$ cat src/design/weighted_class_score_averager_top_macros.svh
// assertion macros for the weighted class score averager
`ifndef WEIGHTED_CLASS_SCORE_AVERAGER_TOP_MACROS_SVH
`define WEIGHTED_CLASS_SCORE_AVERAGER_TOP_MACROS_SVH

// property checked on every clock edge outside reset
`define WCSA_ASSERT(lbl, prop, msg) \
  lbl: assert property (@(posedge clk_i) disable iff (!rst_ni) prop) else $error(msg);

// condition that must never be seen outside reset
`define WCSA_NEVER(lbl, cond, msg) \
  lbl: assert property (@(posedge clk_i) disable iff (!rst_ni) !(cond)) else $error(msg);

`endif

$ cat src/design/wcsa_pkg.sv
// package of the weighted class score averager: widths, constants, types
`default_nettype none
package wcsa_pkg;

  localparam int FRAC_BITS       = 16;
  localparam int VAL_W           = 17;
  localparam int CLS_IN_W        = 5;
  localparam int SUM_W           = 48;
  localparam int MASS_W          = 27;
  localparam int RATIO_W         = 21;
  localparam int CFG_IDX_W       = 2;
  localparam int CFG_DATA_W      = 5;
  localparam int NUM_CLASSES_DEF = 32;
  localparam int MAX_DET_DEF     = 1024;

  localparam logic [VAL_W-1:0]   ONE_Q     = VAL_W'(1 << FRAC_BITS);
  localparam logic [RATIO_W-1:0] RATIO_CAP = RATIO_W'(1 << (FRAC_BITS + 4));
  localparam logic [SUM_W-1:0]   SUM_MAX   = {SUM_W{1'b1}};
  localparam logic [MASS_W-1:0]  MASS_MAX  = {MASS_W{1'b1}};

  // divide by ten as multiply by ceil(2^23 / 10) and shift, exact below 2^22
  localparam logic [19:0] FACT_RECIP = 20'd838861;
  localparam int          FACT_SHIFT = 23;

  // configuration register indexes
  localparam logic [CFG_IDX_W-1:0] CFG_WEIGHT_BY_CONF = 2'd0;
  localparam logic [CFG_IDX_W-1:0] CFG_SCALE_BY_CONF  = 2'd1;
  localparam logic [CFG_IDX_W-1:0] CFG_IGNORE_EN      = 2'd2;
  localparam logic [CFG_IDX_W-1:0] CFG_IGNORE_IDX     = 2'd3;

  typedef enum logic [3:0] {
    ST_IDLE,
    ST_RD,
    ST_WR,
    ST_PREP,
    ST_MEAN_W,
    ST_FACT_ST,
    ST_SCAN,
    ST_DIV_ST,
    ST_DIV_W,
    ST_FIN,
    ST_OUT,
    ST_CLR
  } state_e;

  // request to the shared divider
  typedef struct packed {
    logic              start;
    logic [SUM_W-1:0]  dividend;
    logic [MASS_W-1:0] divisor;
  } div_req_t;

endpackage
`default_nettype wire

$ cat src/design/wcsa_div.sv
// shared restoring divider, one quotient bit per cycle
`default_nettype none
module wcsa_div
  import wcsa_pkg::*;
(
  input  wire logic             clk_i,
  input  wire logic             rst_ni,
  input  wire div_req_t         req_i,
  output logic                  busy_o,
  output logic [SUM_W-1:0]      quot_o
);

  localparam int CNT_W = $clog2(SUM_W);

  logic              busy_q, busy_d;
  logic [CNT_W-1:0]  cnt_q, cnt_d;
  logic [SUM_W-1:0]  dq_q, dq_d;
  logic [MASS_W-1:0] rem_q, rem_d;
  logic [MASS_W-1:0] dvs_q, dvs_d;
  logic [MASS_W:0]   shifted;
  logic              take;

  // one restoring step
  always_comb begin
    shifted = {rem_q, dq_q[SUM_W-1]};
    take    = (shifted >= {1'b0, dvs_q});
    busy_d  = busy_q;
    cnt_d   = cnt_q;
    dq_d    = dq_q;
    rem_d   = rem_q;
    dvs_d   = dvs_q;
    if (req_i.start) begin
      busy_d = 1'b1;
      cnt_d  = CNT_W'(SUM_W - 1);
      dq_d   = req_i.dividend;
      rem_d  = '0;
      dvs_d  = req_i.divisor;
    end else if (busy_q) begin
      rem_d = take ? MASS_W'(shifted - {1'b0, dvs_q}) : shifted[MASS_W-1:0];
      dq_d  = {dq_q[SUM_W-2:0], take};
      cnt_d = cnt_q - 1'b1;
      if (cnt_q == '0) begin
        busy_d = 1'b0;
      end
    end
  end

  always_ff @(posedge clk_i or negedge rst_ni) begin
    if (!rst_ni) begin
      busy_q <= 1'b0;
      cnt_q  <= '0;
    end else begin
      busy_q <= busy_d;
      cnt_q  <= cnt_d;
    end
  end

  always_ff @(posedge clk_i) begin
    dq_q  <= dq_d;
    rem_q <= rem_d;
    dvs_q <= dvs_d;
  end

  assign busy_o = busy_q;
  assign quot_o = dq_q;

endmodule
`default_nettype wire

$ cat src/design/weighted_class_score_averager_top.sv
// Weighted class score averager, top level.
// Input channel: one word per class score of a detection (in_valid_i / in_stall_o),
// with flags for end of detection and end of set. Output channel (out_valid_o /
// out_stall_i): one word per class seen, in ascending class order, last_o on the
// final word of a set. Configuration is a write port (cfg_we_i, cfg_idx_i,
// cfg_data_i), to be written only while the block is idle; the block itself
// does not enforce this. An input word is accepted, its sum read and written back
// before the next is taken; in_stall_o is high from acceptance until idle again.
// End of set: when scaling, the mean confidence is prepared, divided on the shared
// divider and made a factor by a reciprocal multiply on the shared multiplier,
// else the block goes straight to the scan. The classes are then scanned in
// ascending order; a seen class is divided by its mass (skipped with zero mass),
// multiplied by the factor, and waits until its output word is taken. A set that
// saw nothing emits no word. State is cleared after the run. The output register
// holds its word while out_stall_i is high, and the block waits. Reset clears
// flags, masses, counts and configuration at once; the sum memory is not reset,
// an entry reads as zero until its seen flag is set, so no clearing pass is needed.
`default_nettype none
`include "weighted_class_score_averager_top_macros.svh"
module weighted_class_score_averager_top
  import wcsa_pkg::*;
#(
  parameter int NUM_CLASSES    = NUM_CLASSES_DEF,
  parameter int MAX_DETECTIONS = MAX_DET_DEF
) (
  input  wire logic                  clk_i,
  input  wire logic                  rst_ni,
  input  wire logic                  cfg_we_i,
  input  wire logic [CFG_IDX_W-1:0]  cfg_idx_i,
  input  wire logic [CFG_DATA_W-1:0] cfg_data_i,
  input  wire logic                  in_valid_i,
  output logic                       in_stall_o,
  input  wire logic [CLS_IN_W-1:0]   class_index_i,
  input  wire logic [VAL_W-1:0]      class_score_i,
  input  wire logic [VAL_W-1:0]      confidence_i,
  input  wire logic                  single_class_i,
  input  wire logic                  no_score_i,
  input  wire logic                  end_of_detection_i,
  input  wire logic                  end_of_set_i,
  output logic                       out_valid_o,
  input  wire logic                  out_stall_i,
  output logic [CLS_IN_W-1:0]        out_class_o,
  output logic [VAL_W-1:0]           out_score_o,
  output logic                       last_o
);

  localparam int CLS_W = (NUM_CLASSES > 1) ? $clog2(NUM_CLASSES) : 1;
  localparam int CNT_W = $clog2(MAX_DETECTIONS + 1);
  localparam int EXT_W = 7;
  localparam int MUL_A = RATIO_W;
  localparam int MUL_B = MASS_W;

  state_e state_q, state_d;

  // configuration
  logic                wbc_q, sbc_q, ign_en_q;
  logic [CLS_IN_W-1:0] ign_idx_q;

  // captured input word
  logic                it_single_q, it_none_q, it_eod_q, it_eos_q;
  logic [CLS_IN_W-1:0] it_cls_q;
  logic [VAL_W-1:0]    it_score_q, it_conf_q;

  // accumulation state
  logic [SUM_W-1:0]       sums_mem [NUM_CLASSES];
  logic [SUM_W-1:0]       rd_q;
  logic [NUM_CLASSES-1:0] seen_q;
  logic [SUM_W-1:0]       ign_sum_q;
  logic [MASS_W-1:0]      non_ign_mass_q, ign_mass_q, conf_sum_q;
  logic [CNT_W-1:0]       cnt_q;

  // end-of-set state
  logic [MASS_W-1:0] mass_q, factor_q;
  logic              ign_only_q;
  logic [CLS_W-1:0]  scan_q;
  logic [SUM_W-1:0]  prod_q;

  // output register
  logic                out_valid_q, last_q;
  logic [CLS_IN_W-1:0] out_class_q;
  logic [VAL_W-1:0]    out_score_q;

  // combinational
  logic                   in_acc, out_acc;
  logic                   active, is_ign, cls_ok, ign_ok;
  logic [VAL_W-1:0]       weight;
  logic [CLS_W-1:0]       it_addr, rd_addr;
  logic [SUM_W-1:0]       old_sum;
  logic [SUM_W:0]         sum_add, ign_add;
  logic [MASS_W:0]        nim_add, im_add, cs_add;
  logic [NUM_CLASSES-1:0] seen_eff;
  logic                   later_seen, scan_end;
  logic [MUL_A-1:0]       mul_a;
  logic [MUL_B-1:0]       mul_b;
  logic [SUM_W-1:0]       mul_p;
  logic [RATIO_W-1:0]     ratio;
  logic [SUM_W-1:0]       scan_sum;
  logic [MUL_A-1:0]       fact_num;
  logic [SUM_W-FRAC_BITS-1:0] scaled;
  div_req_t               div_req;
  logic                   div_busy;
  logic [SUM_W-1:0]       div_quot;

  assign in_acc  = in_valid_i && !in_stall_o;
  assign out_acc = out_valid_q && !out_stall_i;

  // per-word decode
  assign active  = cnt_q < CNT_W'(MAX_DETECTIONS);
  assign weight  = wbc_q ? it_conf_q : ONE_Q;
  assign is_ign  = ign_en_q && it_single_q && !it_none_q && (it_cls_q == ign_idx_q);
  assign cls_ok  = EXT_W'(it_cls_q) < EXT_W'(NUM_CLASSES);
  assign ign_ok  = EXT_W'(ign_idx_q) < EXT_W'(NUM_CLASSES);
  assign it_addr = CLS_W'(it_cls_q);
  assign rd_addr = (state_q == ST_SCAN) ? scan_q : it_addr;
  assign old_sum = seen_q[it_addr] ? rd_q : '0;
  assign sum_add = {1'b0, old_sum} + {1'b0, prod_q};
  assign ign_add = {1'b0, ign_sum_q} + {1'b0, prod_q};
  assign nim_add = {1'b0, non_ign_mass_q} + (MASS_W + 1)'(weight);
  assign im_add  = {1'b0, ign_mass_q} + (MASS_W + 1)'(weight);
  assign cs_add  = {1'b0, conf_sum_q} + (MASS_W + 1)'(it_conf_q);

  // classes to emit, and whether any follows the current one
  always_comb begin
    seen_eff   = seen_q;
    later_seen = 1'b0;
    for (int i = 0; i < NUM_CLASSES; i++) begin
      if (ign_only_q && ign_ok && (EXT_W'(ign_idx_q) == EXT_W'(i))) begin
        seen_eff[i] = 1'b1;
      end
    end
    for (int i = 0; i < NUM_CLASSES; i++) begin
      if (seen_eff[i] && (EXT_W'(i) > EXT_W'(scan_q))) begin
        later_seen = 1'b1;
      end
    end
  end

  // mean confidence is below 2^17, so the factor numerator fits 21 bits
  assign scan_end = (scan_q == CLS_W'(NUM_CLASSES - 1));
  assign scan_sum = (ign_only_q && (EXT_W'(scan_q) == EXT_W'(ign_idx_q))) ? ign_sum_q : rd_q;
  assign ratio    = (div_quot > SUM_W'(RATIO_CAP)) ? RATIO_CAP : div_quot[RATIO_W-1:0];
  assign fact_num = MUL_A'(ONE_Q) + MUL_A'({div_quot[VAL_W-1:0], 3'b000})
                  + MUL_A'(div_quot[VAL_W-1:0]);
  assign scaled   = prod_q[SUM_W-1:FRAC_BITS];

  // shared multiplier: score times weight, factor numerator times reciprocal,
  // or ratio times factor
  always_comb begin
    if (state_q == ST_RD) begin
      mul_a = MUL_A'(it_score_q);
      mul_b = MUL_B'(weight);
    end else if (state_q == ST_FACT_ST) begin
      mul_a = fact_num;
      mul_b = MUL_B'(FACT_RECIP);
    end else begin
      mul_a = ratio;
      mul_b = factor_q;
    end
  end
  assign mul_p = SUM_W'(mul_a * mul_b);

  // next state
  always_comb begin
    state_d = state_q;
    case (state_q)
      ST_IDLE:    if (in_acc) state_d = ST_RD;
      ST_RD:      state_d = ST_WR;
      ST_WR:      state_d = it_eos_q ? ST_PREP : ST_IDLE;
      ST_PREP:    state_d = (sbc_q && (cnt_q != '0)) ? ST_MEAN_W : ST_SCAN;
      ST_MEAN_W:  if (!div_busy) state_d = ST_FACT_ST;
      ST_FACT_ST: state_d = ST_SCAN;
      ST_SCAN: begin
        if (seen_eff[scan_q]) begin
          state_d = ST_DIV_ST;
        end else if (scan_end) begin
          state_d = ST_CLR;
        end
      end
      ST_DIV_ST:  state_d = (mass_q == '0) ? ST_FIN : ST_DIV_W;
      ST_DIV_W:   if (!div_busy) state_d = ST_FIN;
      ST_FIN:     state_d = ST_OUT;
      ST_OUT:     if (out_acc) state_d = last_q ? ST_CLR : ST_SCAN;
      ST_CLR:     state_d = ST_IDLE;
      default:    state_d = ST_IDLE;
    endcase
  end

  // divider requests
  always_comb begin
    div_req = '0;
    case (state_q)
      ST_PREP: begin
        div_req.start    = sbc_q && (cnt_q != '0);
        div_req.dividend = SUM_W'(conf_sum_q);
        div_req.divisor  = MASS_W'(cnt_q);
      end
      ST_DIV_ST: begin
        div_req.start    = (mass_q != '0);
        div_req.dividend = scan_sum;
        div_req.divisor  = mass_q;
      end
      default: div_req = '0;
    endcase
  end

  wcsa_div u_div (
    .clk_i  (clk_i),
    .rst_ni (rst_ni),
    .req_i  (div_req),
    .busy_o (div_busy),
    .quot_o (div_quot)
  );

  // class sum memory
  always_ff @(posedge clk_i) begin
    rd_q <= sums_mem[rd_addr];
    if ((state_q == ST_WR) && active && !it_none_q && !is_ign && cls_ok) begin
      sums_mem[it_addr] <= sum_add[SUM_W] ? SUM_MAX : sum_add[SUM_W-1:0];
    end
  end

  // configuration registers
  always_ff @(posedge clk_i or negedge rst_ni) begin
    if (!rst_ni) begin
      wbc_q     <= 1'b0;
      sbc_q     <= 1'b0;
      ign_en_q  <= 1'b0;
      ign_idx_q <= '0;
    end else if (cfg_we_i) begin
      case (cfg_idx_i)
        CFG_WEIGHT_BY_CONF: wbc_q     <= cfg_data_i[0];
        CFG_SCALE_BY_CONF:  sbc_q     <= cfg_data_i[0];
        CFG_IGNORE_EN:      ign_en_q  <= cfg_data_i[0];
        CFG_IGNORE_IDX:     ign_idx_q <= cfg_data_i;
        default:            ;
      endcase
    end
  end

  // control and accumulation state
  always_ff @(posedge clk_i or negedge rst_ni) begin
    if (!rst_ni) begin
      state_q        <= ST_IDLE;
      seen_q         <= '0;
      ign_sum_q      <= '0;
      non_ign_mass_q <= '0;
      ign_mass_q     <= '0;
      conf_sum_q     <= '0;
      cnt_q          <= '0;
      out_valid_q    <= 1'b0;
      scan_q         <= '0;
    end else begin
      state_q <= state_d;
      case (state_q)
        ST_WR: begin
          if (active && !it_none_q) begin
            if (is_ign) begin
              ign_sum_q <= ign_add[SUM_W] ? SUM_MAX : ign_add[SUM_W-1:0];
            end else if (cls_ok) begin
              seen_q[it_addr] <= 1'b1;
            end
          end
          if (active && it_eod_q) begin
            if (is_ign) begin
              ign_mass_q <= im_add[MASS_W] ? MASS_MAX : im_add[MASS_W-1:0];
            end else begin
              non_ign_mass_q <= nim_add[MASS_W] ? MASS_MAX : nim_add[MASS_W-1:0];
            end
            conf_sum_q <= cs_add[MASS_W] ? MASS_MAX : cs_add[MASS_W-1:0];
            cnt_q      <= cnt_q + 1'b1;
          end
          scan_q <= '0;
        end
        ST_SCAN: begin
          if (!seen_eff[scan_q] && !scan_end) begin
            scan_q <= scan_q + 1'b1;
          end
        end
        ST_FIN: out_valid_q <= 1'b1;
        ST_OUT: begin
          if (out_acc) begin
            out_valid_q <= 1'b0;
            if (!last_q) begin
              scan_q <= scan_q + 1'b1;
            end
          end
        end
        ST_CLR: begin
          seen_q         <= '0;
          ign_sum_q      <= '0;
          non_ign_mass_q <= '0;
          ign_mass_q     <= '0;
          conf_sum_q     <= '0;
          cnt_q          <= '0;
        end
        default: ;
      endcase
    end
  end

  // payload registers
  always_ff @(posedge clk_i) begin
    if (in_acc) begin
      it_cls_q    <= class_index_i;
      it_score_q  <= class_score_i;
      it_conf_q   <= confidence_i;
      it_single_q <= single_class_i;
      it_none_q   <= no_score_i;
      it_eod_q    <= end_of_detection_i;
      it_eos_q    <= end_of_set_i;
    end
    if (state_q == ST_RD) begin
      prod_q <= mul_p;
    end
    if (state_q == ST_PREP) begin
      factor_q   <= MASS_W'(ONE_Q);
      ign_only_q <= (ign_mass_q != '0) && (non_ign_mass_q == '0);
      mass_q     <= ((ign_mass_q != '0) && (non_ign_mass_q == '0)) ? ign_mass_q
                                                                    : non_ign_mass_q;
    end
    if (state_q == ST_FACT_ST) begin
      factor_q <= MASS_W'(mul_p[SUM_W-1:FACT_SHIFT]);
    end
    if (state_q == ST_DIV_ST) begin
      prod_q <= '0;
    end
    if ((state_q == ST_DIV_W) && !div_busy) begin
      prod_q <= mul_p;
    end
    if (state_q == ST_FIN) begin
      out_class_q <= CLS_IN_W'(scan_q);
      out_score_q <= (scaled > (SUM_W - FRAC_BITS)'(ONE_Q)) ? ONE_Q : scaled[VAL_W-1:0];
      last_q      <= !later_seen;
    end
    if (state_q == ST_CLR) begin
      ign_only_q <= 1'b0;
    end
  end

  assign in_stall_o  = (state_q != ST_IDLE);
  assign out_valid_o = out_valid_q;
  assign out_class_o = out_class_q;
  assign out_score_o = out_score_q;
  assign last_o      = last_q;

  // checks on the sequencer
  `WCSA_ASSERT(a_out_in_out_state, out_valid_o |-> (state_q == ST_OUT), "word shown outside output state")
  `WCSA_ASSERT(a_clear_empties, (state_q == ST_CLR) |=> (seen_q == '0 && cnt_q == '0), "state not cleared after run")
  `WCSA_NEVER(a_div_owner, div_busy && !(state_q == ST_MEAN_W || state_q == ST_DIV_W), "divider busy outside a wait state")

endmodule
`default_nettype wire
$ cat config.mk
export PLATFORM = sky130hd
export DESIGN_NAME = weighted_class_score_averager_top
export DESIGN_NICKNAME = d
export VERILOG_FILES = /design/src/design/wcsa_pkg.sv /design/src/design/wcsa_div.sv /design/src/design/weighted_class_score_averager_top.sv
export VERILOG_INCLUDE_DIRS = /design/src /design/src/design
export SDC_FILE = /design/constraint.sdc
export NUM_CORES = 2
export LEC_CHECK = 0
export BUFFER_PORTS_ARGS = -buffer_cell sky130_fd_sc_hd__buf_2
export CORE_MARGIN = 2
export CORE_UTILIZATION = 52
export DETAILED_ROUTE_END_ITERATION = 16
export PLACE_DENSITY = 0.68
export REMOVE_ABC_BUFFERS = 1
export SETUP_SLACK_MARGIN = 0.5
export SKIP_CTS_REPAIR_TIMING = 1
export SYNTH_ARGS = -nofsm -noshare
export SYNTH_HDL_FRONTEND = slang
export SYNTH_HIERARCHICAL = 1
export SYNTH_SLANG_ARGS = --single-unit
$ cat constraint.sdc
create_clock -name clk_i -period 12.95 [get_ports clk_i]
set_input_delay 2.59 -clock clk_i [delete_from_list [all_inputs] [get_ports clk_i]]
set_output_delay 2.59 -clock clk_i [all_outputs]
set_load 0.02 [all_outputs]
==> impl_metrics.yaml <==
final_layout:
  fillCellCount: 16600
  drive_gt1_share_pct: 12.7
  syn_to_final_growth_pct: 9.95
  final_nets: 9406
  fin_area_um2: 120000
floorplanning:
  ios: 80
  dieArea_um2: 214000
  die_w_um: 462
  die_h_um: 462
  core_area_um2: 209000
  rows: 168
  initial_utilization_pct: 52.3
clock_network:
  htreeDepth: 4
  clkSinkCount: 2050
  clockRootBuffer: "clkbuf_16"
  clockBufferDepth: 3
  cts_buffers: 205
  path_clk_slew_ps: 70
  cts_tree: "done"
  clk_latency_ps: 900
routing:
  ant_nets: 0
  drt-wirelength-per-cell_um: 29.0
  drtPass1Iterations: 6
  drc: 0
  drt-initial-drc-count: 8455
  drt-total-wl_mm: 334
  vias: 72700
  vias_per_cell: 6.31
logic_synthesis:
  ys_ff_latch: 2050
  synth_edf_count: 1777
  yosysTopAreaCell: "edfxtp_1"
  ys.warnings.count: 6
  postSynthCellCount: 8532
  synth.distinct_cells: 93
  ys_seq_area_share_pct: 54.7
  netlist_area_um2: 109000
  synthArstFlopShare_pct: 9.61
  synth_area_leaders: "edfxtp_1 (49%), fa_1 (8.1%), mux4_2 (8.1%)"
  syn_area_per_cell_um2: 12.8
  yosysTopAreaCellShare_pct: 48.8
  yosys_most_used_dff: "edfxtp_1"
critical_path:
  cp_common_cell: "fa_1"
  required_ps: 13580
  end_kind: "flop"
  critPathKind: "reg -> reg"
  start_kind: "flop"
  crit_path_top_delay_cell: "a22o_1"
  crit_arrival_ps: 12210
  max_stage_delay_ps: 800
  cp_max_fo: 11
grt:
  grt_pass1_vias: 72000
  antenna_found_initial: 14
  grt_max_degree: 143
  grt-ovfl-total: 0
  grt_pass1_wl_mm: 490
  grt_usage_pct: 31.1
timing:
  finalSetupViolCount: 0
  period_share_pct: 89.5
  maxSlewViolCount: 13
  clock.fmax_ghz: 0.0863
  skew_ps: 93.5
  rsz0062_at_grt: "no"
  hold_viol: 0
  slew_headroom_pct: -2.89
  min_period_ps: 11590
  worst_slew_pin_slew_ps: 1530
placed_design:
  hpwlAfterDp_mm: 217
  portBuffers: 79
  dpl_cell_area_um2: 113000
  gp_congestion: 1.02
run_status:
  violations: "max-capacitance violations, max-slew violations"
  status: "complete, but fails checks"
hold_path:
  hp-class: "reg -> reg"
run:
  drv_cap: 1
[layout make-up]
class	count	area (µm²)	share of cell area (%)
Sequential cell	2050	59800	49.8
Clock buffer	264	5450	4.54
Tap cell	2805	3510	2.92
Inverter	598	2240	1.87
Timing Repair Buffer	223	1570	1.31
Antenna cell	1	2.50	0.00208
Clock inverter	121	1540	1.28
Multi-Input combinational cell	5456	46000	38.3
[worst max-delay path: cells and delay by family, from the launching register on]
family,cells,cell delay [ps]
simple gates,6,1260
xor+xnor,1,120
mux,1,140
buf+inv,3,200
fa+ha+maj,10,4630
compound gates,10,4490
flops,1,530
[synth_stat cells, types with 30 or more instances]
cell      count
xor2_1       78
nand2b_1     48
xnor2_1     128
a211oi_1     43
buf_2        52
nand3_1     343
clkbuf_1    319
ha_1        374
edfxtp_1   1777
o21a_1       37
o21ai_0     340
nand4_1      43
nor2_1      645
buf_1        52
a21o_1      160
nor2b_1      49
inv_1       597
mux4_2      393
fa_1        443
dfrtp_1     197
mux2i_1      84
and3_1       60
a31oi_1      53
nor3_1       70
dfxtp_1      76
a21oi_1     336
and2_1      142
a22o_1       30
mux2_2       62
nor4_1       46
nand2_1    1068
[cell families (layout without fill, tap and decap cells)]
group,Yosys count,after routing,synth area share [%]
xor+xnor,206,206,1.65
fa+ha+maj,817,817,12.4
flops,2050,2050,54.7
compound gates,1276,1276,7.39
buf+inv,1026,1206,3.61
mux,539,539,9.51
simple gates,2618,2618,10.7
other cells,0,1,0
[flip-flops by register name, summed over array words and instances (netlist names), 6 cells and up]
register	cells
cnt_q	11
conf_sum_q	27
factor_q	25
ign_mass_q	27
ign_sum_q	48
it_conf_q	17
it_score_q	17
mass_q	27
non_ign_mass_q	27
out_score_o	17
prod_q	48
rd_q	48
seen_q	32
sums_mem	1536
u_div/cnt_q	6
u_div/dvs_q	27
u_div/quot_o	48
u_div/rem_q	27
[through the flow]
stage	setup WS, ps	setup TNS (ps)	std cells	util, %	hold WS (ps)
2_1_floorplan	-25840	-1240320	8104	-	445
3_3_place_gp	1840	0	11100	54.1	460
3_5_place_dp	1560	0	11100	54.1	464
4_1_cts	1610	0	11500	57.5	473
5_1_grt	828	0	11500	57.5	513
6_report	1360	0	11500	57.5	469
[final timing paths]
check                      depth (start not counted)  slack, ps             end       startpoint
min in group asynchronous                          1       1700  conf_sum_q[13]           rst_ni
hold reg to reg                                    2        470  u_div/rem_q[8]   u_div/rem_q[8]
max in group asynchronous                          3       8810   ign_sum_q[43]           rst_ni
hold / removal                                     2        470  u_div/rem_q[8]   u_div/rem_q[8]
setup reg to reg                                  31       1360      prod_q[46]  u_div/quot_o[2]
setup / recovery                                  31       1360      prod_q[46]  u_div/quot_o[2]
[placed cells by master (no fill, tap or decap), types with 27 or more instances in the layout]
cell / count
dfrtp_1: 197
mux2i_1: 77
a21oi_1: 332
o21a_1: 37
o21ai_0: 334
inv_1: 596
fa_1: 443
a31oi_1: 53
nor2_4: 37
clkinv_1: 28
a21o_1: 160
clkinv_2: 39
clkbuf_1: 49
ha_1: 374
or3_1: 28
nor2b_1: 49
a22o_1: 30
clkbuf_16: 205
buf_2: 79
xor2_1: 78
mux4_2: 393
buf_4: 136
nor4_1: 46
and2_1: 142
nand2_1: 1066
nand2b_1: 47
o31ai_1: 27
dfxtp_1: 76
a211oi_1: 43
nand3_1: 343
nand4_1: 43
nor2_1: 606
and3_1: 60
mux2_2: 60
edfxtp_1: 1777
nor3_1: 67
xnor2_1: 128
[per-layer routing]
layer  wire length [µm]  global-route usage, %  part of all wire [%]  vias to the layer above
met5                 19                      0                0.0057                        -
met4              13700                   11.5                   4.1                        2
met3              31300                   5.17                   9.4                      684
met2             156000                   49.2                    47                     3880
met1             133000                   43.6                    40                    37200
li1                   -                      -                     -                    30900
Power is not shown: default switching activity piles up to over one toggle a cycle in this logic, so the estimate is an artifact.
